**src/hdl/qalu_pkg.sv**
```systemverilog
package qalu_pkg;

  localparam int unsigned COMPONENT_WIDTH = 16;
  localparam int unsigned CW = COMPONENT_WIDTH;
  localparam int unsigned FW = CW - 2;          // fraction bits
  localparam int unsigned PW = 2 * CW;          // product width
  localparam int unsigned SW = 2 * CW + 1;      // sum of squares width
  localparam int unsigned MW = 2 * CW + 2;      // product sum width
  localparam int unsigned RW = CW + 3;          // square root remainder width
  localparam int unsigned LAST_STEP = CW + 3;   // last digit stage
  localparam int unsigned DEPTH = CW + 4;       // output register stage

  localparam logic [2:0] FUNC_ADD  = 3'd0;
  localparam logic [2:0] FUNC_SUB  = 3'd1;
  localparam logic [2:0] FUNC_MUL  = 3'd2;
  localparam logic [2:0] FUNC_CONJ = 3'd3;
  localparam logic [2:0] FUNC_NORM = 3'd4;
  localparam logic [2:0] FUNC_INV  = 3'd5;

  localparam logic [1:0] STATUS_OK   = 2'd0;
  localparam logic [1:0] STATUS_ZERO = 2'd1;
  localparam logic [1:0] STATUS_SAT  = 2'd2;

  typedef logic signed [CW-1:0] comp_t;

  localparam comp_t COMP_MAX = {1'b0, {(CW-1){1'b1}}};
  localparam comp_t COMP_MIN = {1'b1, {(CW-1){1'b0}}};

  // hamilton product: lane k sums a[j]*b[j^k], bit j set where the term is subtracted
  localparam logic [3:0] NEG_TERMS [4] = '{4'b1110, 4'b1000, 4'b0010, 4'b0100};

  typedef struct packed {
    logic [2:0] func;
    comp_t      a_w;
    comp_t      a_x;
    comp_t      a_y;
    comp_t      a_z;
    comp_t      b_w;
    comp_t      b_x;
    comp_t      b_y;
    comp_t      b_z;
  } qalu_in_t;

  typedef struct packed {
    comp_t      r_w;
    comp_t      r_x;
    comp_t      r_y;
    comp_t      r_z;
    logic [1:0] status;
  } qalu_out_t;

  typedef struct packed {
    logic signed [CW:0] elem;
    comp_t              mres;
    logic               msat;
    comp_t              dval;
    logic               dsat;
  } qalu_lane_t;

  // returns {saturated, value}
  function automatic logic [CW:0] sat_comp(input logic signed [CW+3:0] v);
    logic signed [CW+3:0] hi;
    logic signed [CW+3:0] lo;
    logic [CW:0]          r;
    hi = {{4{COMP_MAX[CW-1]}}, COMP_MAX};
    lo = {{4{COMP_MIN[CW-1]}}, COMP_MIN};
    if (v > hi) begin
      r = {1'b1, COMP_MAX};
    end else if (v < lo) begin
      r = {1'b1, COMP_MIN};
    end else begin
      r = {1'b0, v[CW-1:0]};
    end
    return r;
  endfunction

endpackage

```
**src/hdl/qalu_sqrt.sv**
```systemverilog
module qalu_sqrt import qalu_pkg::*; (
  input  logic                 clk_i,
  input  logic [LAST_STEP:3]   en_i,
  input  logic [SW-1:0]        s_i,
  output logic [CW:0]          root_o
);

  logic [MW-1:0] rad_q  [LAST_STEP-1:3];
  logic [RW-1:0] rem_q  [LAST_STEP:3];
  logic [CW:0]   root_q [LAST_STEP:3];

  // one root bit per stage, two radicand bits consumed per stage
  for (genvar k = 3; k <= LAST_STEP; k++) begin : g_step
    localparam int unsigned Pos = 2 * (LAST_STEP - k);
    logic [MW-1:0] rad_in;
    logic [RW-1:0] rem_in;
    logic [CW:0]   root_in;
    logic [RW+1:0] t;
    logic [RW+1:0] trial;
    logic          ge;

    if (k == 3) begin : g_first
      assign rad_in  = {1'b0, s_i};
      assign rem_in  = '0;
      assign root_in = '0;
    end else begin : g_next
      assign rad_in  = rad_q[k-1];
      assign rem_in  = rem_q[k-1];
      assign root_in = root_q[k-1];
    end

    assign t     = {rem_in, rad_in[Pos+1:Pos]};
    assign trial = (RW+2)'({root_in, 2'b01});
    assign ge    = t >= trial;

    always_ff @(posedge clk_i) begin
      if (en_i[k]) begin
        rem_q[k]  <= ge ? RW'(t - trial) : RW'(t);
        root_q[k] <= {root_in[CW-1:0], ge};
      end
    end

    if (k < LAST_STEP) begin : g_rad
      always_ff @(posedge clk_i) begin
        if (en_i[k]) begin
          rad_q[k] <= rad_in;
        end
      end
    end
  end

  // round to nearest: remainder above root means the root plus one half is exceeded
  assign root_o = root_q[LAST_STEP]
                + (CW+1)'(rem_q[LAST_STEP] > {2'b00, root_q[LAST_STEP]});

endmodule

```
**config.mk**
```make
export PLATFORM = sky130hd
export DESIGN_NAME = qalu_sqrt
export DESIGN_NICKNAME = d
export VERILOG_FILES = /design/src/hdl/qalu_pkg.sv /design/src/hdl/qalu_sqrt.sv
export SDC_FILE = /design/constraint.sdc
export NUM_CORES = 1
export LEC_CHECK = 0
export ABC_AREA = 1
export BUFFER_PORTS_ARGS = -buffer_cell sky130_fd_sc_hd__buf_2
export CAP_MARGIN = 5
export CORE_MARGIN = 2
export CORE_UTILIZATION = 58
export DETAILED_ROUTE_END_ITERATION = 8
export PLACE_DENSITY_LB_ADDON = 0.1
export SYNTH_ARGS = -nofsm -noshare
export SYNTH_HDL_FRONTEND = slang
export SYNTH_SLANG_ARGS = --single-unit
```
**constraint.sdc**
```tcl
create_clock -name clk_i -period 2.69 [get_ports clk_i]
set_clock_uncertainty 0.05 [all_clocks]
set_input_delay 0.269 -clock clk_i [delete_from_list [all_inputs] [get_ports clk_i]]
set_output_delay 0.269 -clock clk_i [all_outputs]
set_load 0.05 [all_outputs]
```
==> impl_metrics.xml <==
<?xml version="1.0" encoding="UTF-8"?>
<metrics>
  <group name="status">
    <metric name="run_status" unit="">finished with violations</metric>
    <metric name="failed_checks" unit="">negative setup slack</metric>
  </group>
  <group name="timing">
    <metric name="worst_slack" unit="ps">-812</metric>
    <metric name="min_period_over_period" unit="%">130</metric>
    <metric name="setup-violations-final" unit="">17</metric>
    <metric name="grt_setup_unrepaired" unit="">yes</metric>
    <metric name="achievable-frequency" unit="GHz">0.286</metric>
    <metric name="relative_max_transition_margin" unit="%">32.3</metric>
    <metric name="report.final.slew_viol_count" unit="">0</metric>
    <metric name="hold-worst-slack" unit="ps">63.1</metric>
    <metric name="report.final.hold_viol_count" unit="">0</metric>
    <metric name="final_worst_path_period_need" unit="ps">3500</metric>
    <metric name="totalNegativeSetupSlack" unit="ps">-11230</metric>
    <metric name="timing_worst_slew_pin_value" unit="ps">1020</metric>
  </group>
  <group name="synth">
    <metric name="yosys.area.top_type" unit="">sky130_fd_sc_hd__edfxtp_1</metric>
    <metric name="netlist_area" unit="um2">39200</metric>
    <metric name="synth_sequential_area_ratio" unit="%">55.3</metric>
    <metric name="synthArstFlopShare" unit="%">0</metric>
    <metric name="number_of_flops_mapped_to_enable_cells_by_yosys" unit="">722</metric>
    <metric name="ys_ff_latch" unit="">722</metric>
    <metric name="synth_top_flop_cell" unit="">sky130_fd_sc_hd__edfxtp_1</metric>
    <metric name="synth_cell_type_count" unit="">50</metric>
    <metric name="synth.top_cells.by_area" unit="">sky130_fd_sc_hd__edfxtp_1, sky130_fd_sc_hd__nand2_1, sky130_fd_sc_hd__inv_1</metric>
    <metric name="netlist.area_leader.share" unit="%">55.3</metric>
    <metric name="synthTopCellsByCount" unit="">sky130_fd_sc_hd__nand2_1, sky130_fd_sc_hd__edfxtp_1, sky130_fd_sc_hd__inv_1</metric>
    <metric name="cell_count_after_synthesis" unit="">4252</metric>
    <metric name="synthesis.area_per_instance" unit="um2">9.22</metric>
    <metric name="yosysWarningCount" unit="">0</metric>
    <metric name="syn-num-nets" unit="">4494</metric>
    <metric name="yosys.cell_count.top_type" unit="">sky130_fd_sc_hd__nand2_1</metric>
  </group>
  <group name="final_layout">
    <metric name="syn2layout_area_growth" unit="%">13.6</metric>
    <metric name="final_nets" unit="">4731</metric>
    <metric name="final.fill_count" unit="">5427</metric>
    <metric name="n_antenna_cell" unit="">0</metric>
    <metric name="final_layout_size_suffix_gt1_share" unit="%">10.0</metric>
    <metric name="layout.core_utilization" unit="%">66.4</metric>
  </group>
  <group name="clock_tree">
    <metric name="cts_sinks" unit="">722</metric>
    <metric name="cts_tree" unit="">done</metric>
    <metric name="cts.path.max_buffers" unit="">3</metric>
    <metric name="cts-buffers-inserted" unit="">79</metric>
    <metric name="ctsHtreeMaxLevel" unit="">3</metric>
    <metric name="worst_setup_hold_path_clk_slew" unit="ps">60</metric>
    <metric name="clockRootBuffer" unit="">sky130_fd_sc_hd__clkbuf_16</metric>
    <metric name="clk_latency" unit="ps">640</metric>
  </group>
  <group name="floorplan">
    <metric name="boundaryPins" unit="">68</metric>
    <metric name="die_height" unit="um">264</metric>
    <metric name="die-width" unit="um">264</metric>
    <metric name="die-area" unit="um2">69700</metric>
    <metric name="floorplan.core_area" unit="um2">67000</metric>
    <metric name="row_count" unit="">95</metric>
    <metric name="start_util" unit="%">58.5</metric>
  </group>
  <group name="critical_path">
    <metric name="start_kind" unit="">flip-flop</metric>
    <metric name="crit_path_max_incr_delay" unit="ps">410</metric>
    <metric name="crit_arrival" unit="ps">3180</metric>
    <metric name="crit_family" unit="">simple AND/OR/NAND/NOR gates</metric>
    <metric name="r2r_cells" unit="">12</metric>
    <metric name="critPathRequiredTime" unit="ps">2370</metric>
    <metric name="slowest_stage" unit="">sky130_fd_sc_hd__edfxtp_1</metric>
    <metric name="endpoint_kind" unit="">output pin</metric>
    <metric name="critPathMostFrequentCell" unit="">sky130_fd_sc_hd__nand4_1</metric>
    <metric name="critical_path.max_fanout" unit="">4</metric>
    <metric name="cp_num_buf_inv" unit="">2</metric>
    <metric name="worst-setup-path-type" unit="">flip-flop to output pin</metric>
    <metric name="crit_cells" unit="">15</metric>
    <metric name="cp_cell_sequence" unit="">ha_4, nand4_1, nor2_2, nand4_1, nand3_1, nand2_1, inv_2, ha_4, nand2_4, nor2_4, nand3_4, nor2_4, nand4_1, xor2_4, buf_6</metric>
  </group>
  <group name="drt">
    <metric name="wirelength" unit="um">86800</metric>
    <metric name="antenna_violating_nets_post_route" unit="">0</metric>
    <metric name="vias_per_cell" unit="">5.18</metric>
    <metric name="drt-pass1-iter-count" unit="">5</metric>
    <metric name="wl_per_cell" unit="um">16.0</metric>
    <metric name="starting_drt_drc_count" unit="">2194</metric>
    <metric name="vias" unit="">28100</metric>
    <metric name="detail_route.drc_violations" unit="">0</metric>
  </group>
  <group name="pwr">
    <metric name="power.switching" unit="uW">9570</metric>
    <metric name="pwr_density_cell" unit="nW/um2">730</metric>
    <metric name="p_comb_share" unit="%">20.8</metric>
    <metric name="vdd_drop_max" unit="uV">772</metric>
    <metric name="p_leak" unit="uW">0.0202</metric>
    <metric name="p_int" unit="uW">22900</metric>
    <metric name="power_frac_clock" unit="%">34.1</metric>
    <metric name="report.power.total" unit="uW">32500</metric>
    <metric name="sequentialPowerShare" unit="%">45.2</metric>
    <metric name="power.share.switching" unit="%">29.4</metric>
  </group>
  <group name="run">
    <metric name="count_of_maximum_capacitance_violations" unit="">0</metric>
  </group>
  <group name="grt">
    <metric name="pin_count_of_the_biggest_net_entering_global_routing" unit="">49</metric>
    <metric name="first_global_vias" unit="">26800</metric>
    <metric name="initial_antenna_violation_count" unit="">0</metric>
    <metric name="grt_overflow_total" unit="">0</metric>
    <metric name="track_usage" unit="%">25.2</metric>
    <metric name="grt_first_pass_wirelength" unit="um">140000</metric>
  </group>
  <group name="placed_design">
    <metric name="dpl_hpwl" unit="um">65200</metric>
    <metric name="portBuffers" unit="">67</metric>
    <metric name="globalplace.congestion" unit="">0.943</metric>
  </group>
  <group name="min_path">
    <metric name="hold_path_class" unit="">primary input to flip-flop</metric>
    <metric name="worst_hold_path.num_cells" unit="">1</metric>
  </group>
</metrics>
[cell families (layout without fill, tap and decap cells)]
family | count (synthesis) | count (layout) | share of synthesized area [%]
AND/OR/NAND/NOR | 2189 | 2189 | 23.7
flip-flops | 722 | 722 | 55.3
buffers and inverters | 699 | 997 | 7.20
AO/OA/AOI/OAI | 301 | 301 | 4.40
adder cells (fa/ha/maj) | 191 | 191 | 6.10
XOR/XNOR | 149 | 149 | 3.33
other | 1 | 1 | 0.00957
[final timing paths]
check	start	end	slack, ps
min	en_i[13]	rem_q[0][254]	60
min reg2reg	rad_q[13][6]	rad_q[14][6]	350
max reg2reg	rem_q[0][351]	rem_q[0][369]	280
max	rem_q[0][375]	root_o[16]	-810
[power groups by stage]
stage | clock network [uW] | registers, uW | logic, uW
final | 11100 | 14700 | 6750
after global routing | 11700 | 14800 | 7660
after CTS | 11300 | 14700 | 6650
after detailed placement | 0 | 14900 | 6400
after global placement | 0 | 14900 | 6340
after floorplan | 0 | 14500 | 4740
[state kept, by name (all words and copies together) (netlist names)]
name    flops
rad_q     286
rem_q     297
root_q    139
[cell usage in the layout, fill, tap and decap left out, types with 13 or more instances in the layout]
cell                            synthesis  routed
sky130_fd_sc_hd__nand2_1             1352    1351
sky130_fd_sc_hd__edfxtp_1             722     722
sky130_fd_sc_hd__inv_1                649     644
sky130_fd_sc_hd__nor2_1               370     365
sky130_fd_sc_hd__nand3_1              230     224
sky130_fd_sc_hd__ha_1                 191     185
sky130_fd_sc_hd__a21oi_1              145     142
sky130_fd_sc_hd__xor2_1               116     105
sky130_fd_sc_hd__clkbuf_16              0      81
sky130_fd_sc_hd__o21ai_0               81      79
sky130_fd_sc_hd__buf_4                 10      75
sky130_fd_sc_hd__buf_2                  1      50
sky130_fd_sc_hd__nand4_1               49      49
sky130_fd_sc_hd__nand3b_1              41      41
sky130_fd_sc_hd__nand2_2               40      39
sky130_fd_sc_hd__dlygate4sd3_1          0      35
sky130_fd_sc_hd__xnor2_1               33      33
sky130_fd_sc_hd__nor3_1                32      31
sky130_fd_sc_hd__a21oi_2               24      27
sky130_fd_sc_hd__inv_2                 17      22
sky130_fd_sc_hd__o21ai_1               20      21
sky130_fd_sc_hd__buf_6                 17      20
sky130_fd_sc_hd__clkbuf_1               1      15
sky130_fd_sc_hd__nor2_2                13      14
sky130_fd_sc_hd__nand3_2               10      13
sky130_fd_sc_hd__clkinv_1               0      13
[layer usage]
| layer | GRT usage, % | wire length, um | vias to the layer above |
|---|---|---|---|
| li1 | - | - | 14300 |
| met1 | 35.6 | 40400 | 13000 |
| met2 | 41.4 | 40800 | 660 |
| met3 | 2.87 | 3640 | 130 |
| met4 | 7.05 | 2060 | 0 |
| met5 | 0 | 0 | - |
[metrics by stage]
step | setup slack [ps] | instances | cell area [um2]
2_1_floorplan | -235 | 4252 | 39400
3_3_place_gp | -248 | 5233 | 41100
3_5_place_dp | -411 | 5233 | 41100
4_1_cts | -882 | 5418 | 44400
5_1_grt | -1010 | 5423 | 44500
6_report | -812 | 5423 | 44500
[final cells by class]
class	instances	area [um2]	share of cell area (%)
sequential	722	21700	48.7
timing repair buffer	187	1520	3.42
clock buffer	96	2080	4.68
inverter	668	2510	5.64
clock inverter	46	591	1.33
multi-input combinational	2831	15000	33.8
tap	873	1090	2.45
[timing repair]
| action | CTS | global route |
|---|---|---|
| setup buffers | 9 | 9 |
| endpoints found under the hold margin | 45 | 0 |
| hold buffers | 35 | 0 |
| pin swaps | 26 | 20 |
| resized for setup | 57 | 20 |
| endpoints found under the setup margin | 17 | 18 |
Power figures use the tool's default switching activity.
